<file path="config.mk">
export PLATFORM = sky130hd
export DESIGN_NAME = integer_to_radix_ascii
export DESIGN_NICKNAME = d
export VERILOG_FILES = /design/src/rtl/core/ira_pkg.sv /design/src/rtl/core/ira_ram.sv /design/src/rtl/core/ira_front.sv /design/src/rtl/core/ira_back.sv /design/src/rtl/core/integer_to_radix_ascii.sv
export SDC_FILE = /design/constraint.sdc
export NUM_CORES = 1
export LEC_CHECK = 0
export ABC_AREA = 1
export BUFFER_PORTS_ARGS = -buffer_cell sky130_fd_sc_hd__buf_2
export CORE_UTILIZATION = 46
export DETAILED_ROUTE_END_ITERATION = 7
export PLACE_DENSITY_LB_ADDON = 0.05
export SKIP_LAST_GASP = 1
export SYNTH_ARGS = -nofsm -noshare
export SYNTH_HDL_FRONTEND = slang
export SYNTH_SLANG_ARGS = --single-unit
</file>
<file path="constraint.sdc">
create_clock -name clock -period 14.22 [get_ports clock]
set_input_delay 1.422 -clock clock [delete_from_list [all_inputs] [get_ports clock]]
set_output_delay 1.422 -clock clock [all_outputs]
set_load 0.05 [all_outputs]
</file>
<file path="src/rtl/core/ira_pkg.sv">
// Shared types, constants and helpers for the radix ASCII converter.
`default_nettype none

package ira_pkg;

   localparam int MAG_W              = 64;
   localparam int DIGIT_W            = 6;
   localparam int CHAR_W             = 8;
   localparam int SIGN_W             = 2;
   localparam int CSR_INDEX_W        = 2;
   localparam int CSR_DATA_W         = 6;
   localparam int DEFAULT_MAX_DIGITS = 64;

   // Bits of the quotient handled per cycle by the divider.
   localparam int STEP_BITS = 8;
   localparam int DIV_STEPS = MAG_W / STEP_BITS;
   localparam int STEP_CW   = (DIV_STEPS > 1) ? $clog2(DIV_STEPS) : 1;

   // Depth of the queue between the front and the back.
   localparam int QUEUE_DEPTH = 2;
   localparam int QUEUE_PW    = (QUEUE_DEPTH > 1) ? $clog2(QUEUE_DEPTH) : 1;
   localparam int QUEUE_CW    = $clog2(QUEUE_DEPTH + 1);

   localparam logic [DIGIT_W-1:0] RADIX_MIN   = 6'd2;
   localparam logic [DIGIT_W-1:0] RADIX_LIMIT = 6'd36;
   localparam logic [DIGIT_W-1:0] RADIX_RESET = 6'd10;
   localparam logic [DIGIT_W-1:0] DECIMAL_TEN = 6'd10;

   localparam logic [CHAR_W-1:0] ASCII_ZERO    = 8'h30;
   localparam logic [CHAR_W-1:0] ASCII_UPPER_A = 8'h41;
   localparam logic [CHAR_W-1:0] ASCII_LOWER_A = 8'h61;

   localparam logic [SIGN_W-1:0] SIGN_NONE  = 2'd0;
   localparam logic [SIGN_W-1:0] SIGN_PLUS  = 2'd1;
   localparam logic [SIGN_W-1:0] SIGN_MINUS = 2'd2;

   localparam logic [CSR_INDEX_W-1:0] CSR_RADIX     = 2'd0;
   localparam logic [CSR_INDEX_W-1:0] CSR_SHOW_SIGN = 2'd1;
   localparam logic [CSR_INDEX_W-1:0] CSR_UPPERCASE = 2'd2;

   typedef struct packed {
      logic [MAG_W-1:0]  magnitude;
      logic [SIGN_W-1:0] sign;
   } ira_item_type;

   // Clamp a raw radix write into the range 2..36.
   function automatic logic [DIGIT_W-1:0] clamp_radix(input logic [DIGIT_W-1:0] raw);
      logic [DIGIT_W-1:0] r;
      if (raw < RADIX_MIN) begin
         r = RADIX_MIN;
      end else if (raw > RADIX_LIMIT) begin
         r = RADIX_LIMIT;
      end else begin
         r = raw;
      end
      return r;
   endfunction

   // Map a digit value 0..35 to its ASCII character.
   function automatic logic [CHAR_W-1:0] digit_ascii(input logic [DIGIT_W-1:0] d,
                                                     input logic upper);
      logic [CHAR_W-1:0] c;
      if (d < DECIMAL_TEN) begin
         c = ASCII_ZERO + {2'b00, d};
      end else begin
         c = (upper ? ASCII_UPPER_A : ASCII_LOWER_A) + {2'b00, d - DECIMAL_TEN};
      end
      return c;
   endfunction

endpackage

`default_nettype wire

</file>
<file path="src/rtl/core/ira_ram.sv">
// Generic single-port-write, registered-read RAM.
`default_nettype none

module ira_ram #(
   parameter int WIDTH = 8,
   parameter int DEPTH = 64,
   localparam int AW = (DEPTH > 1) ? $clog2(DEPTH) : 1
) (
   input  wire logic             clock,
   input  wire logic             wr_en,
   input  wire logic [AW-1:0]    wr_addr,
   input  wire logic [WIDTH-1:0] wr_data,
   input  wire logic             rd_en,
   input  wire logic [AW-1:0]    rd_addr,
   output logic      [WIDTH-1:0] rd_data
);

   logic [WIDTH-1:0] mem_ff [DEPTH];
   logic [WIDTH-1:0] rd_data_ff;

   always_ff @(posedge clock) begin
      if (wr_en) begin
         mem_ff[wr_addr] <= wr_data;
      end
      if (rd_en) begin
         rd_data_ff <= mem_ff[rd_addr];
      end
   end

   assign rd_data = rd_data_ff;

endmodule

`default_nettype wire

</file>
<file path="src/rtl/core/ira_front.sv">
// Front end: accepts input words, resolves the sign and queues them.
`default_nettype none

module ira_front (
   input  wire logic                           clock,
   input  wire logic                           reset,
   input  wire logic                           req_valid,
   output logic                                req_stall,
   input  wire logic [ira_pkg::MAG_W-1:0]      req_magnitude,
   input  wire logic                           req_is_negative,
   input  wire logic                           show_sign,
   output logic                                item_valid,
   output ira_pkg::ira_item_type               item,
   input  wire logic                           item_pop
);

   import ira_pkg::*;

   ira_item_type          queue_ff [QUEUE_DEPTH];
   logic [QUEUE_PW-1:0]   wr_ptr_ff, wr_ptr_in;
   logic [QUEUE_PW-1:0]   rd_ptr_ff, rd_ptr_in;
   logic [QUEUE_CW-1:0]   count_ff, count_in;
   logic                  push;
   logic                  pop;
   ira_item_type          new_item;

   assign req_stall  = (count_ff == QUEUE_CW'(QUEUE_DEPTH));
   assign push       = req_valid && !req_stall;
   assign item_valid = (count_ff != '0);
   assign pop        = item_pop && item_valid;
   assign item       = queue_ff[rd_ptr_ff];

   // Minus wins over plus; plus only when enabled.
   always_comb begin
      new_item.magnitude = req_magnitude;
      if (req_is_negative) begin
         new_item.sign = SIGN_MINUS;
      end else if (show_sign) begin
         new_item.sign = SIGN_PLUS;
      end else begin
         new_item.sign = SIGN_NONE;
      end
   end

   always_comb begin
      wr_ptr_in = wr_ptr_ff;
      rd_ptr_in = rd_ptr_ff;
      count_in  = count_ff;
      if (push) begin
         wr_ptr_in = (wr_ptr_ff == QUEUE_PW'(QUEUE_DEPTH - 1)) ? '0 : wr_ptr_ff + QUEUE_PW'(1);
      end
      if (pop) begin
         rd_ptr_in = (rd_ptr_ff == QUEUE_PW'(QUEUE_DEPTH - 1)) ? '0 : rd_ptr_ff + QUEUE_PW'(1);
      end
      if (push && !pop) begin
         count_in = count_ff + QUEUE_CW'(1);
      end else if (pop && !push) begin
         count_in = count_ff - QUEUE_CW'(1);
      end
   end

   always_ff @(posedge clock) begin
      if (reset) begin
         wr_ptr_ff <= '0;
         rd_ptr_ff <= '0;
         count_ff  <= '0;
      end else begin
         wr_ptr_ff <= wr_ptr_in;
         rd_ptr_ff <= rd_ptr_in;
         count_ff  <= count_in;
      end
   end

   always_ff @(posedge clock) begin
      if (push) begin
         queue_ff[wr_ptr_ff] <= new_item;
      end
   end

endmodule

`default_nettype wire

</file>
<file path="src/rtl/core/ira_back.sv">
// Back end: iterative divider, digit store and MSB-first character output.
`default_nettype none

module ira_back #(
   parameter int MAX_DIGITS = ira_pkg::DEFAULT_MAX_DIGITS
) (
   input  wire logic                             clock,
   input  wire logic                             reset,
   input  wire logic                             item_valid,
   input  wire ira_pkg::ira_item_type            item,
   output logic                                  item_pop,
   input  wire logic [ira_pkg::DIGIT_W-1:0]      radix,
   input  wire logic                             uppercase,
   output logic                                  rsp_valid,
   input  wire logic                             rsp_stall,
   output logic      [ira_pkg::CHAR_W-1:0]       rsp_digit_char,
   output logic      [ira_pkg::SIGN_W-1:0]       rsp_sign_before,
   output logic                                  rsp_last
);

   import ira_pkg::*;

   localparam int AW = (MAX_DIGITS > 1) ? $clog2(MAX_DIGITS) : 1;
   localparam int CW = $clog2(MAX_DIGITS + 1);

   localparam logic [2:0] ST_IDLE = 3'd0;
   localparam logic [2:0] ST_DIV  = 3'd1;
   localparam logic [2:0] ST_READ = 3'd2;
   localparam logic [2:0] ST_WAIT = 3'd3;
   localparam logic [2:0] ST_SHOW = 3'd4;

   logic [2:0]           state_ff, state_in;
   logic [MAG_W-1:0]     quot_ff, quot_in;
   logic [DIGIT_W-1:0]   rem_ff, rem_in;
   logic [STEP_CW-1:0]   step_ff, step_in;
   logic [CW-1:0]        count_ff, count_in;
   logic [SIGN_W-1:0]    sign_ff, sign_in;
   logic [AW-1:0]        rd_idx_ff, rd_idx_in;
   logic                 first_ff, first_in;
   logic [CHAR_W-1:0]    char_ff, char_in;
   logic [SIGN_W-1:0]    sign_out_ff, sign_out_in;
   logic                 last_ff, last_in;

   logic [MAG_W-1:0]     quot_next;
   logic [DIGIT_W-1:0]   rem_next;
   logic [STEP_BITS-1:0] qbits;
   logic [CW-1:0]        count_inc;
   logic                 last_step;

   logic                 ram_wr_en;
   logic                 ram_rd_en;
   logic [AW-1:0]        ram_rd_addr;
   logic [DIGIT_W-1:0]   ram_rd_data;

   // Restoring division of the top byte of the quotient by the radix.
   always_comb begin
      logic [DIGIT_W:0] t;
      logic [DIGIT_W-1:0] r;
      r = rem_ff;
      qbits = '0;
      for (int i = 0; i < STEP_BITS; i++) begin
         t = {r, quot_ff[MAG_W-1-i]};
         if (t >= {1'b0, radix}) begin
            t = t - {1'b0, radix};
            qbits[STEP_BITS-1-i] = 1'b1;
         end
         r = t[DIGIT_W-1:0];
      end
      rem_next  = r;
      quot_next = {quot_ff[MAG_W-STEP_BITS-1:0], qbits};
   end

   assign last_step = (step_ff == STEP_CW'(DIV_STEPS - 1));
   assign count_inc = count_ff + CW'(1);
   assign ram_wr_en = (state_ff == ST_DIV) && last_step;
   assign item_pop  = (state_ff == ST_IDLE) && item_valid;

   always_comb begin
      state_in    = state_ff;
      quot_in     = quot_ff;
      rem_in      = rem_ff;
      step_in     = step_ff;
      count_in    = count_ff;
      sign_in     = sign_ff;
      rd_idx_in   = rd_idx_ff;
      first_in    = first_ff;
      char_in     = char_ff;
      sign_out_in = sign_out_ff;
      last_in     = last_ff;
      ram_rd_en   = 1'b0;
      ram_rd_addr = rd_idx_ff;
      unique case (state_ff)
         ST_IDLE: begin
            if (item_valid) begin
               quot_in  = item.magnitude;
               rem_in   = '0;
               step_in  = '0;
               count_in = '0;
               sign_in  = item.sign;
               state_in = ST_DIV;
            end
         end
         ST_DIV: begin
            quot_in = quot_next;
            if (last_step) begin
               // Digit done: store it, then stop on a zero quotient or a full store.
               rem_in    = '0;
               step_in   = '0;
               count_in  = count_inc;
               rd_idx_in = count_ff[AW-1:0];
               if ((quot_next == '0) || (count_inc == CW'(MAX_DIGITS))) begin
                  first_in = 1'b1;
                  state_in = ST_READ;
               end
            end else begin
               rem_in  = rem_next;
               step_in = step_ff + STEP_CW'(1);
            end
         end
         ST_READ: begin
            ram_rd_en = 1'b1;
            state_in  = ST_WAIT;
         end
         ST_WAIT: begin
            char_in     = digit_ascii(ram_rd_data, uppercase);
            sign_out_in = first_ff ? sign_ff : SIGN_NONE;
            last_in     = (rd_idx_ff == '0);
            state_in    = ST_SHOW;
         end
         ST_SHOW: begin
            if (!rsp_stall) begin
               first_in = 1'b0;
               if (last_ff) begin
                  state_in = ST_IDLE;
               end else begin
                  rd_idx_in   = rd_idx_ff - AW'(1);
                  ram_rd_en   = 1'b1;
                  ram_rd_addr = rd_idx_ff - AW'(1);
                  state_in    = ST_WAIT;
               end
            end
         end
         default: begin
            state_in = ST_IDLE;
         end
      endcase
   end

   always_ff @(posedge clock) begin
      if (reset) begin
         state_ff <= ST_IDLE;
      end else begin
         state_ff <= state_in;
      end
   end

   always_ff @(posedge clock) begin
      quot_ff     <= quot_in;
      rem_ff      <= rem_in;
      step_ff     <= step_in;
      count_ff    <= count_in;
      sign_ff     <= sign_in;
      rd_idx_ff   <= rd_idx_in;
      first_ff    <= first_in;
      char_ff     <= char_in;
      sign_out_ff <= sign_out_in;
      last_ff     <= last_in;
   end

   ira_ram #(
      .WIDTH (DIGIT_W),
      .DEPTH (MAX_DIGITS)
   ) u_digit_ram (
      .clock   (clock),
      .wr_en   (ram_wr_en),
      .wr_addr (count_ff[AW-1:0]),
      .wr_data (rem_next),
      .rd_en   (ram_rd_en),
      .rd_addr (ram_rd_addr),
      .rd_data (ram_rd_data)
   );

   assign rsp_valid       = (state_ff == ST_SHOW);
   assign rsp_digit_char  = char_ff;
   assign rsp_sign_before = sign_out_ff;
   assign rsp_last        = last_ff;

endmodule

`default_nettype wire

</file>
<file path="src/rtl/core/integer_to_radix_ascii.sv">
// Top level of the binary to radix ASCII converter.
// Each digit takes one 64-bit quotient pass through the divider, 8 bits a cycle;
//   the stored digits are then read back and emitted MSB first, one per result word.
// The back end takes a new word only once the last one has been fully emitted.
// Reset (synchronous, active high): radix 10, no plus sign, lowercase; queue and
//   output empty. The digit store needs no clearing pass.
`default_nettype none

module integer_to_radix_ascii #(
   parameter int MAX_DIGITS = ira_pkg::DEFAULT_MAX_DIGITS
) (
   input  wire logic                              clock,
   input  wire logic                              reset,
   // Configuration write channel
   input  wire logic                              csr_valid,
   output logic                                   csr_ready,
   input  wire logic [ira_pkg::CSR_INDEX_W-1:0]   csr_index,
   input  wire logic [ira_pkg::CSR_DATA_W-1:0]    csr_data,
   // Input words
   input  wire logic                              req_valid,
   output logic                                   req_stall,
   input  wire logic [ira_pkg::MAG_W-1:0]         req_magnitude,
   input  wire logic                              req_is_negative,
   // Result words, one per digit
   output logic                                   rsp_valid,
   input  wire logic                              rsp_stall,
   output logic      [ira_pkg::CHAR_W-1:0]        rsp_digit_char,
   output logic      [ira_pkg::SIGN_W-1:0]        rsp_sign_before,
   output logic                                   rsp_last
);

   import ira_pkg::*;

   // Configuration registers. The radix is clamped to 2..36 as it is written,
   // so the divider only ever sees a legal base.
   logic [DIGIT_W-1:0] radix_ff, radix_in;
   logic               show_sign_ff, show_sign_in;
   logic               uppercase_ff, uppercase_in;

   // Handshake between the front queue and the back end.
   logic               item_valid;
   ira_item_type       item;
   logic               item_pop;

   // Always take configuration writes; the user must write them only while idle, as the block does not enforce it.
   assign csr_ready = 1'b1;

   always_comb begin
      radix_in     = radix_ff;
      show_sign_in = show_sign_ff;
      uppercase_in = uppercase_ff;
      if (csr_valid) begin
         unique case (csr_index)
            CSR_RADIX:     radix_in     = clamp_radix(csr_data);
            CSR_SHOW_SIGN: show_sign_in = csr_data[0];
            CSR_UPPERCASE: uppercase_in = csr_data[0];
            default: begin
               // Drop writes to unused indexes.
               radix_in = radix_ff;
            end
         endcase
      end
   end

   always_ff @(posedge clock) begin
      if (reset) begin
         radix_ff     <= RADIX_RESET;
         show_sign_ff <= 1'b0;
         uppercase_ff <= 1'b0;
      end else begin
         radix_ff     <= radix_in;
         show_sign_ff <= show_sign_in;
         uppercase_ff <= uppercase_in;
      end
   end

   // Front: accept a word, resolve its sign code, hold it in a two-entry queue
   // so the next word is taken while the back end is still emitting.
   ira_front u_front (
      .clock           (clock),
      .reset           (reset),
      .req_valid       (req_valid),
      .req_stall       (req_stall),
      .req_magnitude   (req_magnitude),
      .req_is_negative (req_is_negative),
      .show_sign       (show_sign_ff),
      .item_valid      (item_valid),
      .item            (item),
      .item_pop        (item_pop)
   );

   // Back: divide repeatedly by the radix, store digits LSB first, then read
   // them back MSB first and present one character per result word.
   ira_back #(
      .MAX_DIGITS (MAX_DIGITS)
   ) u_back (
      .clock           (clock),
      .reset           (reset),
      .item_valid      (item_valid),
      .item            (item),
      .item_pop        (item_pop),
      .radix           (radix_ff),
      .uppercase       (uppercase_ff),
      .rsp_valid       (rsp_valid),
      .rsp_stall       (rsp_stall),
      .rsp_digit_char  (rsp_digit_char),
      .rsp_sign_before (rsp_sign_before),
      .rsp_last        (rsp_last)
   );

endmodule

`default_nettype wire
</file>
==> results.yml <==
yosys:
  synthMuxAreaShare_pct: 0.329
  syn-instance-count: 2393
  yosysSeqAreaShare_pct: 67.5
  synth.net_count: 2538
  synth_xor_area_share_pct: 1.21
  syn_area_um2: 28100
  yosys.area_share.adder_pct: 3.19
  synth_cell_types: 53
  synth-edff-count: 622
  avgSynthCellArea_um2: 11.8
  synth-compound-area-share_pct: 12.1
  yosysWarnings: 0
  synth-main-ff-cell: "edfxtp_1"
  async_flop_share_pct: 0
  synth-seq-cells: 638
  synth_top_family_by_area: "compound AO/OA/AOI/OAI gates"
  synth-simple-area-share_pct: 11.3
clock_tree:
  ctsHoldBuffers: 0
  clk_latency_ns: 0.61
  htree_levels: 3
  path_clk_slew_ns: 0.06
  ctsRootBufferMaster: "clkbuf_16"
  cts_tree: "yes"
  cts_buffer_depth: 3
  cts.sinks: 638
  cts_buffers: 68
floorplanning:
  dieArea_um2: 62100
  die_w_um: 249
  design.core.area_um2: 60400
  io_pins: 92
  row_count: 90
  die_h_um: 249
  start_util_pct: 46.6
run:
  cap_violations: 0
global_routing:
  grt_pass1_vias: 18100
  grt_max_degree: 157
  grt_pass1_wl_mm: 106
  track_usage_pct: 22.2
  antenna_found_initial: 7
  grt_overflow_total: 0
setup_path:
  slowest_delay_ns: 0.37
  crit_end: "u_back.u_digit_ram.mem_ff[13][1]"
  r2r_end: "u_back.u_digit_ram.mem_ff[13][1]"
  crit_type: "flop to flop"
  slowest_stage: "dfxtp_1"
  cp.required_ns: 14.54
  cp-start-kind: "flop"
  end_kind: "flop"
  r2r_cells: 84
  path_max_fanout: 38
  crit_arrival_ns: 13.51
  startpoint: "radix_ff[1]"
  worstReg2RegStart: "radix_ff[1]"
  r2r_slack_ns: 1.04
  crit_top_cell: "nand2_1"
place:
  gp_congestion: 0.846
  io_buffers: 90
  placed_cell_area_um2: 29500
  dp_hpwl_mm: 42.6
detailed_routing:
  dr.max_layer_used: "met5"
  vias_per_cell: 5.59
  met3_length_mm: 3.80
  first_pass_iters: 8
  drc: 3
  routed_wirelength_mm: 70.8
  wl_per_cell_um: 21.3
  m1WireLength_mm: 30.1
  vias: 18600
  drt_iter0_markers: 1329
  ant_nets: 0
  wl_met2_mm: 35.2
layout:
  multi_input_area_um2: 8200
  final_cell_area_um2: 31900
  nFillCells: 5329
  seq_area_um2: 19000
  syn2layout_area_growth_pct: 13.4
  drive_gt1_share_pct: 11.8
  fin_nets: 2631
timing:
  hold_violations: 0
  worst_slew_margin_rel_pct: 9.43
  worst_slew_pin_slew_ns: 1.35
  setup_viol: 0
  period_needed_ns: 13.18
  tns_ns: 0
  timing.fmax_ghz: 0.0758
  fin_skew_ns: 0.0233
  slew_violations: 0
  fin_crit_sh_pct: 92.7
worst_hold_path:
  hold_class: "flop to flop"
outcome:
  status: "complete, but fails checks"
  violations: "DRC"
==> synth_stat cells, types with 3 or more instances <==
library cell	instances	area, µm²
nor4_1	18	113
nand2_2	6	37.5
o21bai_1	3	22.5
o211ai_1	51	383
o21ai_2	4	35.0
xnor2_1	15	131
fa_1	8	160
nor3_1	14	70.1
nand2_1	258	968
clkbuf_1	107	402
inv_1	190	713
mux2i_1	7	70.1
or2_1	3	18.8
edfxtp_1	622	18700
nand3_2	5	50.1
o21a_1	3	22.5
nand4_1	21	131
xor2_1	24	210
o22ai_1	38	238
o221ai_1	59	517
inv_2	8	30.0
a31oi_1	4	25.0
buf_1	4	15.0
nand3_1	91	455
o21ai_1	21	105
ha_1	59	738
o21ai_0	348	1740
dfxtp_1	16	320
nand3_4	5	87.6
a21oi_1	46	230
nor2_1	303	1140
==> final cells by class <==
| cell class | instances | share of cell area [%] |
|---|---|---|
| sequential | 638 | 59.6 |
| multi-input combinational | 1444 | 25.7 |
| clock buffer | 87 | 5.62 |
| tap | 782 | 3.07 |
| timing repair buffer | 132 | 2.56 |
| inverter | 201 | 2.51 |
| clock inverter | 34 | 0.965 |
| timing repair inverter | 1 | 0.0157 |
| antenna | 1 | 0.00784 |
==> critical path: cells and delay by family, from the launching register on <==
kind,cells,cell delay (ns)
AOI/OAI and AO/OA,31,4.65
and+or+nand+nor,32,3.55
adders and majority gates,8,2.64
buffers and inverters,13,1.64
DFF,1,0.37
==> layout by cell type (no fill, tap or decap), drive strengths merged, types with 4 or more instances in the layout <==
cell	instances
clkinv	29
o22ai	38
mux2i	7
clkbuf	87
or2	6
nor3	15
o211ai	51
o21ai	378
nand4	21
nor4	18
ha	59
bufinv	4
nand2	266
fa	8
nor2	303
dfxtp	16
xor2	24
a21oi	48
buf	132
edfxtp	622
inv	200
nand3	101
xnor2	15
o221ai	59
a31oi	4
==> state kept, by name, summed over array words and instances, names as in the netlist, 6 cells and up, named ones only <==
name                        flops
u_back.u_digit_ram.mem_ff     384
u_front.queue_ff              132
u_back.quot_ff                 64
u_back.rsp_digit_char           8
u_back.count_ff                 7
radix_ff                        6
u_back.rd_idx_ff                6
u_back.rem_ff                   6
u_back.u_digit_ram.rd_data      6
==> cell families (layout without fill, tap and decap cells) <==
kind of cell / Yosys count / count (layout)
AOI/OAI and AO/OA: 586 / 591
adders and majority gates: 67 / 67
xor gates and xnor gates: 39 / 39
DFF: 638 / 638
and+or+nand+nor: 737 / 737
muxes: 9 / 9
buffers and inverters: 316 / 455
other: 1 / 2
==> layer usage <==
layer | up-vias | track usage (%)
li1 | 8880 | -
met1 | 9094 | 28.6
met2 | 463 | 38.2
met3 | 120 | 4.12
met4 | 10 | 6.42
met5 | - | 0
==> repair_timing <==
action | 4_1_cts | 5_1_grt
gates cloned | 0 | 6
buffers inserted | 0 | 11
setup endpoints to repair | 64 | 394
resized for setup | 1 | 43
pin swaps | 0 | 5
==> metrics by stage <==
stage / util, % / worst slack (ns) / std cells / hold slack, ns
after floorplan: - / 1.30 / 2393 / 0.426
after global placement: 48.9 / 0.443 / 3181 / 0.427
after detailed placement: 48.9 / -0.128 / 3181 / 0.434
after CTS: 52.3 / 0.0130 / 3302 / 0.454
after global routing: 52.9 / -0.0790 / 3319 / 0.498
final: 52.9 / 1.04 / 3320 / 0.458
==> worst min path at each step <==
stage | startpoint | endpoint | slack (ns) | cells past startpoint
2_1_floorplan | u_front.rd_ptr_ff | flop | 0.43 | 1
3_3_place_gp | u_front.rd_ptr_ff | flop | 0.43 | 1
3_5_place_dp | u_front.rd_ptr_ff | flop | 0.43 | 1
4_1_cts | u_front.rd_ptr_ff | flop | 0.45 | 1
5_1_grt | u_front.rd_ptr_ff | u_front.rd_ptr_ff | 0.50 | 1
6_report | u_front.rd_ptr_ff | flop | 0.46 | 1
Power is left out: the tool's default activity adds up to more than one toggle a clock period on the data nets, which glitch-free logic cannot reach.
